File: config.mk
export PLATFORM = sky130hd
export DESIGN_NAME = res_scan
export DESIGN_NICKNAME = d
export VERILOG_FILES = /design/src/rtl/res_pkg.sv /design/src/rtl/res_scan.sv
export SDC_FILE = /design/constraint.sdc
export NUM_CORES = 1
export LEC_CHECK = 0
export BUFFER_PORTS_ARGS = -buffer_cell sky130_fd_sc_hd__buf_2
export CORE_UTILIZATION = 40
export DETAILED_ROUTE_END_ITERATION = 8
export PLACE_DENSITY = 0.65
export SKIP_LAST_GASP = 1
export SLEW_MARGIN = 15
export SYNTH_ARGS = -nofsm -noshare
export SYNTH_HDL_FRONTEND = slang
export SYNTH_SLANG_ARGS = --single-unit
File: constraint.sdc
create_clock -name clk -period 7.2 [get_ports clk]
set_clock_uncertainty 0.2 [all_clocks]
set_input_delay 0.72 -clock clk [delete_from_list [all_inputs] [get_ports clk]]
set_output_delay 0.72 -clock clk [all_outputs]
set_load 0.005 [all_outputs]
File: src/rtl/res_pkg.sv
`timescale 1ns / 1ps

package res_pkg;

	// Field widths fixed by the interface.
	localparam int unsigned ID_W   = 32;
	localparam int unsigned TIME_W = 32;
	localparam int unsigned SLOT_W = 6;

	// Default table depth and the reset value of the quiet window.
	localparam int unsigned       ENTRIES_DEF = 64;
	localparam logic [TIME_W-1:0] QUIET_RESET = 32'd8;

	// Request command codes.
	localparam logic CMD_TICK  = 1'b0;
	localparam logic CMD_QUERY = 1'b1;

	// One table entry as it moves along the cell chain.
	typedef struct packed {
		logic [ID_W-1:0]   id;
		logic [TIME_W-1:0] stamp;
	} entry_t;

	// Control from the sequencer to the scan unit.
	typedef struct packed {
		logic start;
		logic step;
	} scan_ctrl_t;

	// Outcome of a finished scan.
	typedef struct packed {
		logic hit;
		logic play;
	} scan_flags_t;

endpackage

File: src/rtl/res_scan.sv
`timescale 1ns / 1ps

module res_scan #(
	parameter int unsigned ENTRIES = res_pkg::ENTRIES_DEF
) (
	input  logic                        clk,
	input  logic                        arst_n,
	input  res_pkg::scan_ctrl_t         ctrl,
	input  logic [$clog2(ENTRIES)-1:0]  idx,
	input  res_pkg::entry_t             head,
	input  logic [res_pkg::ID_W-1:0]    query_id,
	input  logic [res_pkg::TIME_W-1:0]  tick,
	input  logic [res_pkg::TIME_W-1:0]  quiet,
	output res_pkg::scan_flags_t        flags,
	output logic [$clog2(ENTRIES)-1:0]  slot
);
	import res_pkg::*;

	localparam int unsigned IDX_W = $clog2(ENTRIES);

	logic              hit_q;
	logic              play_q;
	logic [IDX_W-1:0]  hit_idx_q;
	logic              free_q;
	logic [IDX_W-1:0]  free_idx_q;
	logic [TIME_W-1:0] old_time_q;
	logic [IDX_W-1:0]  old_idx_q;

	logic [TIME_W-1:0] age;
	logic              expired;
	logic              match;
	logic              older;

	// Judge the entry at the head of the chain.
	assign age     = tick - head.stamp;
	assign expired = age > quiet;
	assign match   = head.id == query_id;
	assign older   = (idx == '0) || (head.stamp < old_time_q);

	// Control flags of the search.
	always_ff @(posedge clk or negedge arst_n) begin
		if (!arst_n) begin
			hit_q  <= 1'b0;
			free_q <= 1'b0;
		end else if (ctrl.start) begin
			hit_q  <= 1'b0;
			free_q <= 1'b0;
		end else if (ctrl.step) begin
			if (!hit_q && match) begin
				hit_q <= 1'b1;
			end
			if (!free_q && (head.id == '0 || expired)) begin
				free_q <= 1'b1;
			end
		end
	end

	// Indexes and times captured along the search.
	always_ff @(posedge clk) begin
		if (ctrl.step) begin
			if (!hit_q && match) begin
				play_q    <= expired;
				hit_idx_q <= idx;
			end
			if (!free_q && (head.id == '0 || expired)) begin
				free_idx_q <= idx;
			end
			if (older) begin
				old_time_q <= head.stamp;
				old_idx_q  <= idx;
			end
		end
	end

	// A hit wins; otherwise the first free entry, then the oldest one.
	always_comb begin
		flags.hit  = hit_q;
		flags.play = hit_q ? play_q : 1'b1;
		if (hit_q) begin
			slot = hit_idx_q;
		end else if (free_q) begin
			slot = free_idx_q;
		end else begin
			slot = old_idx_q;
		end
	end

endmodule

======== Word-level counts from Yosys, hierarchy flattened ========
Cells that the tools add are included.
cells by class
  add/sub/neg operators ................... 1
  magnitude comparators ................... 2
  equality and inequality tests ........... 1
  multiplexer cells ....................... 9
  reductions and logical operators ........ 16
operators by type and width
  operator                        number
  32-bit equality test            1
  32-bit greater-than comparator  1
  32-bit logical NOT              1
  32-bit < comparator             1
  32-bit subtractor               1
  6-bit two-way mux               2
  2-bit AND reduction             5
  1-bit two-way mux               7
  6-bit logical NOT               1
  2-bit nonzero test              3
  1-bit logical AND               2
  1-bit logical NOT               2
  1-bit logical OR                2
storage, ports and cells
  register bits after elaboration ......... 53
  output and inout bits ................... 8

======== Longest topological paths before layout ========
Gate-level depths: netlist of run 1.
  word-level depth ........................ 7
  gate-level depth with buffers ........... 19

======== Worst setup path before layout of run 1 ========
Ideal clock, no wire load.
  kind .................................... input-to-reg
  from .................................... input tick[0] (netlist bit)
  to ...................................... register free_idx_q[0], enable pin
  setup time .............................. 0.350 ns
  arrival time ............................ 4.105 ns
  data required time ...................... 6.650 ns
  setup slack ............................. 2.545 ns
  stages on the path ...................... 19
  buffers on the path ..................... 0
  cells stage by stage .................... inv_1 -> ha_1 -> inv_1 -> fa_1 -> a21o_1 -> a221oi_2 -> a211oi_2 -> o211ai_1 -> o221ai_1 -> a21oi_1 -> xnor2_1 -> ha_1 -> and4_1 -> and4bb_2 -> a311oi_1 -> a22oi_1 -> o21ai_0 -> o21ai_0 -> nor2_1
between the ends
  cells in the longest elaborated chain, start to end .. 5
ends and longest elaborated chain
  item                                  RTL line        text
  from (decl)                           res_scan.sv:12  input logic [res_pkg::TIME_W-1:0] tick,
  32-bit subtractor                     res_scan.sv:35  assign age = tick - head.stamp;
  32-bit greater-than comparator        res_scan.sv:36  assign expired = age > quiet;
  via expired                           res_scan.sv:30  logic expired;
  1-bit logical OR                      res_scan.sv:65  if (!free_q && (head.id == '0 || expired)) begin
  1-bit logical AND                     res_scan.sv:65
  2-bit AND reduction (no source line)  --
  to (signal assigned)                  res_scan.sv:66  free_idx_q <= idx;
  to (decl)                             res_scan.sv:25  logic [IDX_W-1:0] free_idx_q;
The timed path passes the listed nets, and every way through them passes these cells.
A chain may end at the register's enable or synchronous reset.

======== Final worst setup path of run 1 ========
Same ends and word-level chain as after synthesis.

==> flow_summary.toml, run 1 <==
[placed_design]
dp.cells = 970
place_congestion = 0.8447
dp_hpwl_um = 12840
post-place-ws_ns = 1.692
post_dp_cell_area_um2 = 6661
portBuffers = 177

[synthesis]
yosys.area.top_type = "edfxtp_1"
syn-cell-area_um2 = 5565
ys_seq_area_share_pct = 28.42
netlist_top_cells_area = "edfxtp_1 28%, ha_1 21%, inv_1 7.0%"
post_synth.cell_area_avg_um2 = 8.933
synth_seq_cells = 53
synth_edf_count = 51
synth_top_area_share_pct = 27.52
syn_inst = 623
synth_nets = 888
ys_types = 57
async_flop_share_pct = 3.774
yosysWarnings = 0
synthFlopType = "edfxtp_1"

[cts]
cts_tree = "yes"
cts.clk_slew.worst_paths_ns = 0.06
clkLatencyLatePin_ns = 0.30
cts_buffer_depth = 2
h-tree-depth = 2
cts_root_buffer = "clkbuf_16"
postCtsSetupBuffers = 0
numCtsBuffers = 5
clkSinkCount = 53

[grt]
grt_use_met1_pct = 24.23
grt_pass1_vias = 5082
grt_max_degree = 27
gr-usage-met3_pct = 2.804
grt_pass1_wl_um = 23870
track_usage_pct = 20.96
overflow = 0
grt.busiest_layer = "met2"
antenna_found_initial = 3
met2_usage_pct = 39.40

[timing]
finalWorstSetupSlack_ns = 2.038
tightest_slew_ns = 0.6280
fin_tns_setup_ns = 0
maxSlewViolCount = 0
final.min_clock_period_ns = 5.162
hold_violations = 0
fmax_mhz = 193.7
period_share_pct = 71.70
max-slew-margin-rel_pct = 57.75
setup_viol = 0
rsz0062_at_grt = "false"

[pwr]
p_switching_mw = 0.3776
ir_worst_vdd_mv = 0.09611
power.internal_mw = 0.7264
combPwrFrac_pct = 42.7
p_leak_nw = 3.375
seqPwrFrac_pct = 35.9
p_per_area_nw_per_um2 = 161.9
netSwitchingFraction_pct = 34.20
clockPowerShare_pct = 21.4

[setup_path]
crit_path_end = "free_idx_q[0]$_DFFE_PP_"
worstSetupEndpointType = "register"
r2r_end = "old_idx_q[3]$_DFFE_PP_"
worstPathMaxFanout = 6
ff2ff_path_depth = 9
r2r_setup_slack_ns = 4.04
cp.arrival_ns = 4.90
crit_path_start = "tick[0]"
timing.rr.start = "old_time_q[4]$_DFFE_PP_"
required_ns = 6.93
setup.worst_path.class = "input pin to register"
worstSetupStartpointType = "input pin"

[floorplan]
ioPinCount = 178
die_area_um2 = 14390
chipWidth_um = 120.0
num_rows = 42
dieHeight_um = 120.0
initial_core_util_pct = 41.53
core_um2 = 13400

[min_path]
hp-class = "input pin to register"
min_from = "ctrl[1]"

[routing]
viasPerCell = 5.153
first_iter_violations = 259
drc_errors = 0
vias = 5055
wl_per_cell_um = 15.25
drt-total-wl_um = 14970
ant_nets = 0
first_pass_iters = 4

[finish]
post-route-cell-area_um2 = 6822
nFillCells = 1288
layout_commonest_cell = "buf_2"
drive_above_1_share_pct = 24.41
area_growth_pct = 22.57
regArea_um2 = 1582
post-route-util_pct = 50.91
multiInputGateArea_um2 = 3568
layout.cells.non_filler = 981
num-nets-final = 1067
final_cell_mix = "177 x buf_2, 104 x inv_1, 94 x ha_1"

[flow_run]
cap_violations = 0

[status]
status = "finished, final reports clean"
## flip-flops by register name (all words and copies together) (netlist names)
| register | cells |
|---|---|
| free_q | 1 |
| hit_q | 1 |
| free_idx_q | 6 |
| hit_idx_q | 6 |
| play_q | 1 |
| old_idx_q | 6 |
| old_time_q | 32 |
## stage by stage
step,total power [mW],hold WS (ns)
5_1_grt,1.192,0.4010
2_1_floorplan,0.7169,0.2244
6_report,1.104,0.4164
3_3_place_gp,0.8564,0.3136
4_1_cts,1.113,0.4080
3_5_place_dp,0.8723,0.3098
## power groups by stage
| stage | combinational [mW] | sequential (mW) | clock [mW] |
|---|---|---|---|
| 5_1_grt | 0.538 | 0.400 | 0.253 |
| 3_5_place_dp | 0.468 | 0.404 | 0 |
| 3_3_place_gp | 0.454 | 0.403 | 0 |
| 4_1_cts | 0.474 | 0.397 | 0.242 |
| 2_1_floorplan | 0.316 | 0.401 | 0 |
| 6_report | 0.471 | 0.397 | 0.236 |
## cell type report
type                    instances  area share [%]
flip-flops and latches         53           23.18
clock inverters                 2          0.2384
inverters                     104           5.723
repair buffers                180           13.35
clock buffers                   6           1.889
diodes                          2         0.07337
well taps                     176           3.228
multi-input cells             458           52.31
## critical path: stages
cell      delay, ns
buf_2          0.10
inv_1          0.04
ha_1           0.14
inv_1          0.05
fa_1           0.40
a21o_1         0.19
a221oi_2       0.38
a211oi_2       0.17
nor2_1         0.23
o21ai_0        0.15
xor2_1         0.17
ha_1           0.30
nand3_1        0.11
nor4_1         0.48
a21boi_0       0.24
a211oi_1       0.07
o21ai_0        0.37
o21ai_0        0.19
nor2_1         0.40
## cells in the mapped netlist, drive strengths merged, types with 3 or more instances
| cell | n |
|---|---|
| o21a | 6 |
| a21o | 22 |
| mux2i | 7 |
| nor3 | 8 |
| nor2b | 7 |
| xnor2 | 35 |
| nand3 | 11 |
| buf | 3 |
| inv | 104 |
| nand3b | 3 |
| nand4b | 3 |
| nand2b | 7 |
| nand4 | 20 |
| nand2 | 33 |
| xor2 | 24 |
| and4 | 3 |
| o211ai | 10 |
| ha | 94 |
| clkbuf | 5 |
| nor4 | 15 |
| o21ai | 35 |
| edfxtp | 51 |
| a211oi | 9 |
| and3 | 4 |
| nor2 | 25 |
| a21oi | 43 |
## cell families after synthesis
kind of cell / count (synthesis) / share of synthesized area (%)
and+or+nand+nor: 148 / 14.21
xor gates and xnor gates: 59 / 9.285
muxes: 7 / 1.259
DFF: 53 / 28.42
AOI/OAI and AO/OA: 149 / 17.67
adders and majority gates: 95 / 21.49
buffers and inverters: 112 / 7.666
## worst min path at each step
stage / end / slack [ns] / depth (start not counted)
final: hit_q$_DFFE_PN0P_ / 0.42 / 2
after global routing: hit_q$_DFFE_PN0P_ / 0.40 / 2
after CTS: free_q$_DFFE_PN0P_ / 0.41 / 2
after detailed placement: hit_q$_DFFE_PN0P_ / 0.31 / 1
after global placement: hit_q$_DFFE_PN0P_ / 0.31 / 1
after floorplan: free_q$_DFFE_PN0P_ / 0.22 / 0
## routing by layer
metal | vias to the layer above | routed length, um
li1 | 2607 | -
met4 | 2 | 327
met2 | 150 | 7598
met1 | 2273 | 6206
met5 | - | 9
met3 | 23 | 822
## timing repair
action                                 in CTS  in global routing
hold buffers                                1                  0
resized for setup                           0                  0
endpoints found under the hold margin       2                  0
(Power assumes the default switching activity.)
==> run 2, diff against run 1 <==
Settings changed: ABC_AREA from default to 1, PLACE_DENSITY 0.65 to default.
Clock period 7.2 ns to 4.9 ns, I/O delays scaled along.
==> run 2 against run 1 <==
Net effect:
- total power grew 45%
- register-to-register slack lost 1.7 ns
- die area rose by 12%
- setup slack lost 0.96 ns
- critical path depth rose by 3
- highest routed layer is now met4
- area after synthesis increased by 12%
- sequential power is 37% higher
- final cell count increased by 29%
- largest power group unchanged
- largest cell class unchanged
- via count up 23%
- critical path type unchanged
- clock power is 56% higher
- first-iteration DRC count rose by 44%
- global-route usage up 1.8 points
==> flow_summary.toml, run 2 <==
[status]
status = "finished, final reports clean"

[placed_design]
portBuffers = 177
post-place-ws_ns = 0.8027
dp_hpwl_um = 15460
place_congestion = 0.9507

[cts]
postCtsHoldBufs = 1
clkSinkCount = 53
postCtsSetupBuffers = 0
numCtsBuffers = 5
cts.clk_slew.worst_paths_ns = 0.07
clkLatencyLatePin_ns = 0.30
cts_resized = 0
h-tree-depth = 2
cts_tree = "yes"
cts_root_buffer = "clkbuf_16"
cts_buffer_depth = 2

[setup_path]
r2r_setup_slack_ns = 2.31
worstSetupEndpointType = "register"
ff2ff_path_depth = 10
timing.rr.start = "old_time_q[21]$_DFFE_PP_"
setup.worst_path.class = "input pin to register"
r2r_end = "old_time_q[1]$_DFFE_PP_"
worstSetupStartpointType = "input pin"
worstPathMaxFanout = 6
required_ns = 4.69
cp.arrival_ns = 3.61

[grt]
grt_max_degree = 19
grt_pass1_vias = 6172
overflow = 0
antenna_found_initial = 2
grt_pass1_wl_um = 29130
track_usage_pct = 22.80

[pwr]
seqPwrFrac_pct = 33.9
p_switching_mw = 0.5991
p_per_area_nw_per_um2 = 212.7
netSwitchingFraction_pct = 37.37
combPwrFrac_pct = 43.1
power.internal_mw = 1.004
clockPowerShare_pct = 22.9
p_leak_nw = 4.112
ir_worst_vdd_mv = 0.1260

[synthesis]
synth_seq_cells = 53
ys_seq_area_share_pct = 25.35
syn-cell-area_um2 = 6240
yosys-top-cells-count = "192 x inv_1, 182 x nand2_1, 94 x ha_1"
async_flop_share_pct = 3.774
synth_edf_count = 51
ys_types = 39
synth_nets = 1153
synthFlopType = "edfxtp_1"
yosysMostFrequentCell = "inv_1"
yosys.area.top_type = "edfxtp_1"
syn_inst = 888
netlist_top_cells_area = "edfxtp_1 25%, ha_1 19%, inv_1 12%"
synth_top_area_share_pct = 24.54
yosysWarnings = 0
post_synth.cell_area_avg_um2 = 7.027

[finish]
largest_reg_flops = 32
num-nets-final = 1337
area_growth_pct = 20.79
post-route-util_pct = 49.58
nFillCells = 1630
layout_commonest_cell = "inv_1"
final_cell_mix = "192 x inv_1, 182 x nand2_1, 177 x buf_2"
drive_above_1_share_pct = 20.32
regMostFlops = "old_time_q"

[timing]
max-slew-margin-rel_pct = 54.22
hold_violations = 0
period_share_pct = 77.97
setup_viol = 0
fin_tns_setup_ns = 0
finalWorstSetupSlack_ns = 1.079
rsz0062_at_grt = "false"
final.min_clock_period_ns = 3.821
fmax_mhz = 261.7
tightest_slew_ns = 0.6842
maxSlewViolCount = 0

[min_path]
min_from = "ctrl[1]"
holdPathEnd = "hit_q$_DFFE_PN0P_"
whs_path_depth = 2
hp-class = "input pin to register"

[routing]
drc_errors = 0
first_iter_violations = 374
vias = 6194
wl_per_cell_um = 13.97
drt-total-wl_um = 17650
viasPerCell = 4.904
first_pass_iters = 5
ant_nets = 0

[floorplan]
chipWidth_um = 126.9
num_rows = 45
dieHeight_um = 126.9
initial_core_util_pct = 41.05
die_area_um2 = 16100
core_um2 = 15200
ioPinCount = 178

[flow_run]
cap_violations = 0
run 2: changes by cell type after synthesis, sizes merged, moves of 8 or more:
cell,previous run,this run
a21o,22,7
a21oi,43,81
inv,104,192
nand2,33,188
nand3,11,23
nor2,25,82
nor3,8,16
or2,2,13
xnor2,35,8
run 2: kinds of logic (layout without fill, tap and decap cells):
group / Yosys count / count (layout) / synth area share (%)
other: 0 / 2 / 0
and+or+nand+nor: 368 / 368 / 25.85
buffers and inverters: 196 / 381 / 11.85
DFF: 53 / 53 / 25.35
AOI/OAI and AO/OA: 141 / 141 / 12.87
xor gates and xnor gates: 35 / 35 / 4.913
adders and majority gates: 95 / 95 / 19.17
run 2: worst max path at each step:
stage,endpoint,slack (ns),cells after the start,start
2_1_floorplan,old_idx_q[0]$_DFFE_PP_,1.02,8,head[21]
3_3_place_gp,free_idx_q[2]$_DFFE_PP_,0.85,23,head[15]
3_5_place_dp,free_idx_q[2]$_DFFE_PP_,0.80,24,head[10]
4_1_cts,free_idx_q[4]$_DFFE_PP_,1.13,24,head[10]
5_1_grt,free_idx_q[0]$_DFFE_PP_,0.65,24,head[10]
6_report,free_idx_q[0]$_DFFE_PP_,1.08,22,head[6]
run 2: power groups by stage:
| stage | clock (mW) | combinational (mW) | sequential, mW |
|---|---|---|---|
| global route | 0.397 | 0.800 | 0.547 |
| detailed placement | 0 | 0.688 | 0.555 |
| global placement | 0 | 0.685 | 0.554 |
| CTS | 0.381 | 0.694 | 0.544 |
| finish | 0.368 | 0.691 | 0.544 |
| floorplan | 0 | 0.458 | 0.553 |
run 2: routing by layer:
layer	GRT usage [%]	up-vias	share of wire, %
li1	-	3289	-
met1	29.79	2707	47
met2	39.79	178	46
met3	2.404	20	4.8
met4	6.373	0	1.9
met5	0	-	0
run 2: worst max-delay path, stage by stage:
cell     delay (ns)
buf_2          0.11
inv_1          0.05
ha_1           0.39
nand2_1        0.16
nor2_1         0.24
nand2_1        0.08
o21ai_1        0.25
nand2_1        0.11
nand2_1        0.09
xor2_1         0.14
inv_1          0.06
ha_1           0.27
nand2_1        0.06
nor2_1         0.14
nand2_1        0.14
nor4_1         0.28
nand2_1        0.10
nand2_1        0.06
nand2_1        0.07
nand2_1        0.06
nand2_1        0.07
inv_1          0.18
run 2: area by class of cell:
class | count | area, um2 | share of cell area [%]
multi-input cells | 639 | 3930 | 52.14
clock buffers | 5 | 125.1 | 1.660
well taps | 188 | 235.2 | 3.121
repair buffers | 180 | 910.9 | 12.08
diodes | 2 | 5.005 | 0.06640
flip-flops and latches | 53 | 1582 | 20.98
inverters | 193 | 724.4 | 9.612
clock inverters | 3 | 25.02 | 0.3320
run 2: through the flow:
| stage | instances | area [um2] | hold WS [ns] | power (mW) |
|---|---|---|---|---|
| after global routing | 1263 | 7537 | 0.1658 | 1.745 |
| after floorplan | 888 | 6240 | -0.005591 | 1.011 |
| after CTS | 1261 | 7532 | 0.1561 | 1.619 |
| final | 1263 | 7537 | 0.1717 | 1.603 |
| after detailed placement | 1252 | 7372 | 0.08776 | 1.243 |
| after global placement | 1252 | 7372 | 0.09031 | 1.239 |
==> run 3, diff against run 2 <==
Clock period 4.9 ns to 3.7 ns, I/O delays scaled along.
==> run 3 against run 2 <==
Net effect:
- sequential power is 33% higher
- utilization is 4.1 points higher
- count of clock-buffer cells in the layout stayed put
- die area stayed put
- global-route usage is 0.058 points lower
- via count is 2.9% higher
- final cell count is 6.3% higher
- largest cell class unchanged
- register-to-register slack worse by 1.0 ns
- setup slack worse by 0.88 ns
- non-clock buffer count is 81 higher
==> flow_summary.toml, run 3 (synthesized netlist as in run 2, its figures left out) <==
[setup_path]
crit_chain = "buf_2 -> inv_1 -> ha_1 -> inv_1 -> fa_1 -> a31oi_1 -> o21ai_2 -> nand2_1 -> nand2_1 -> xor2_1 -> inv_1 -> ha_1 -> nand2_1 -> nor2_1 -> nand2_1 -> nor4_2 -> buf_4 -> nand2_1 -> nand2_1 -> nand2_1 -> nand2_1 -> inv_2"
required_ns = 3.56
worstPathMaxFanout = 6
cp.arrival_ns = 3.36
worstSetupEndpointType = "register"
timing.rr.start = "old_time_q[5]$_DFFE_PP_"
setup.worst_path.class = "input pin to register"
ff2ff_path_depth = 12
r2r_setup_slack_ns = 1.30
crit_path_start = "tick[0]"
crit_path_end = "free_idx_q[4]$_DFFE_PP_"
cp_slowest_stage_delay_ns = 0.49
worstSetupStartpointType = "input pin"
crit_slowest_cell = "fa_1"
crit_top_cell = "nand2_1"
r2r_end = "old_idx_q[4]$_DFFE_PP_"

[finish]
area_growth_pct = 30.80
post-route-cell-area_um2 = 8162
post-route-util_pct = 53.69
num-nets-final = 1418
regMostFlops = "old_time_q"
regArea_um2 = 1582
drive_above_1_share_pct = 26.34
multiInputGateArea_um2 = 3949
layout.cells.non_filler = 1343
largest_reg_flops = 32
layout_commonest_cell = "inv_1"
nFillCells = 1560
final_cell_mix = "191 x inv_1, 182 x nand2_1, 177 x buf_2"

[cts]
cts_buffer_depth = 2
numCtsBuffers = 5
clkLatencyLatePin_ns = 0.31
cts_tree = "yes"
cts.clk_slew.worst_paths_ns = 0.07
cts_root_buffer = "clkbuf_16"
clkSinkCount = 53
postCtsSetupBuffers = 0
h-tree-depth = 2

[pwr]
p_leak_nw = 4.501
p_per_area_nw_per_um2 = 275.9
ir_worst_vdd_mv = 0.1757

[grt]
track_usage_pct = 22.74
grt_pass1_wl_um = 28750
grt.busiest_layer = "met2"
gr-usage-met3_pct = 3.838
overflow = 0
grt_use_met1_pct = 29.35
met2_usage_pct = 39.40
grt_pass1_vias = 6108
antenna_found_initial = 2
grt_max_degree = 21

[placed_design]
post_dp_cell_area_um2 = 7980
dp_hpwl_um = 15730
dp.cells = 1333
post-place-ws_ns = -0.2131
portBuffers = 177
place_congestion = 0.9369

[timing]
fmax_mhz = 285.9
final.min_clock_period_ns = 3.497
max-slew-margin-rel_pct = 62.23
period_share_pct = 94.52
setup_viol = 0
maxSlewViolCount = 0
hold_ws_ns = 0.02602
hold_violations = 0
tightest_slew_ns = 0.5644
finalWorstSetupSlack_ns = 0.2029

[routing]
ant_nets = 0
first_pass_iters = 4
vias = 6374
drc_errors = 0
wl_per_cell_um = 13.46
drt-total-wl_um = 18080
viasPerCell = 4.746
first_iter_violations = 304

[floorplan]
initial_core_util_pct = 41.05
ioPinCount = 178
num_rows = 45
dieHeight_um = 126.9
chipWidth_um = 126.9
core_um2 = 15200
die_area_um2 = 16100

[status]
status = "finished, final reports clean"

[min_path]
hp-class = "input pin to register"

[flow_run]
cap_violations = 0
## run 3: changes by cell type in the layout (fill, tap and decap cells not counted), sizes merged
cell / previous run / this run
buf: 179 / 260
diode: 2 / 1
## run 3: worst min path at each step
stage	startpoint	end	slack, ns	cells past startpoint
after floorplan	arst_n	free_q$_DFFE_PN0P_	-0.13	0
after global placement	arst_n	free_q$_DFFE_PN0P_	-0.03	1
after detailed placement	arst_n	free_q$_DFFE_PN0P_	-0.03	1
after CTS	ctrl[1]	free_q$_DFFE_PN0P_	0.02	2
after global routing	ctrl[1]	free_q$_DFFE_PN0P_	0.01	2
final	ctrl[1]	free_q$_DFFE_PN0P_	0.03	2
## run 3: where the power goes
group          total [mW]  switching (mW)  leakage [nW]  internal [mW]
Sequential          0.722          0.0134         0.505          0.709
Combinational        1.03           0.571          3.93          0.458
Clock               0.501           0.246        0.0704          0.256
## run 3: metal layers
layer  vias up  routed length [um]
met1      2728                8495
met3        19                 975
met2       172                8336
li1       3453                   -
met5         -                   9
met4         2                 263
## run 3: through the flow
| stage | TNS (ns) | total power, mW |
|---|---|---|
| 3_3_place_gp | -0.9260 | 1.750 |
| 6_report | 0 | 2.252 |
| 5_1_grt | -0.07696 | 2.435 |
| 3_5_place_dp | -1.359 | 1.755 |
| 2_1_floorplan | 0 | 1.338 |
| 4_1_cts | 0 | 2.265 |
## run 3: repair_timing
action                                  4_1_cts  5_1_grt
hold buffers                                  1        0
resized for setup                             0        6
hold endpoints to repair                      2        0
endpoints found under the setup margin        0        7
## run 3: critical path: cells and delay by family
family                     cells  cell delay [ns]
adders and majority gates      3             0.87
xor gates and xnor gates       1             0.14
buffers and inverters          6             0.49
AOI/OAI and AO/OA              2             0.45
and+or+nand+nor               10             1.02
## run 3: area by class of cell
cell class,instances,share of cell area [%]
inverters,193,8.876
well taps,188,2.882
diodes,1,0.03066
clock inverters,3,0.3066
repair buffers,261,18.61
flip-flops and latches,53,19.38
multi-input cells,639,48.38
clock buffers,5,1.533
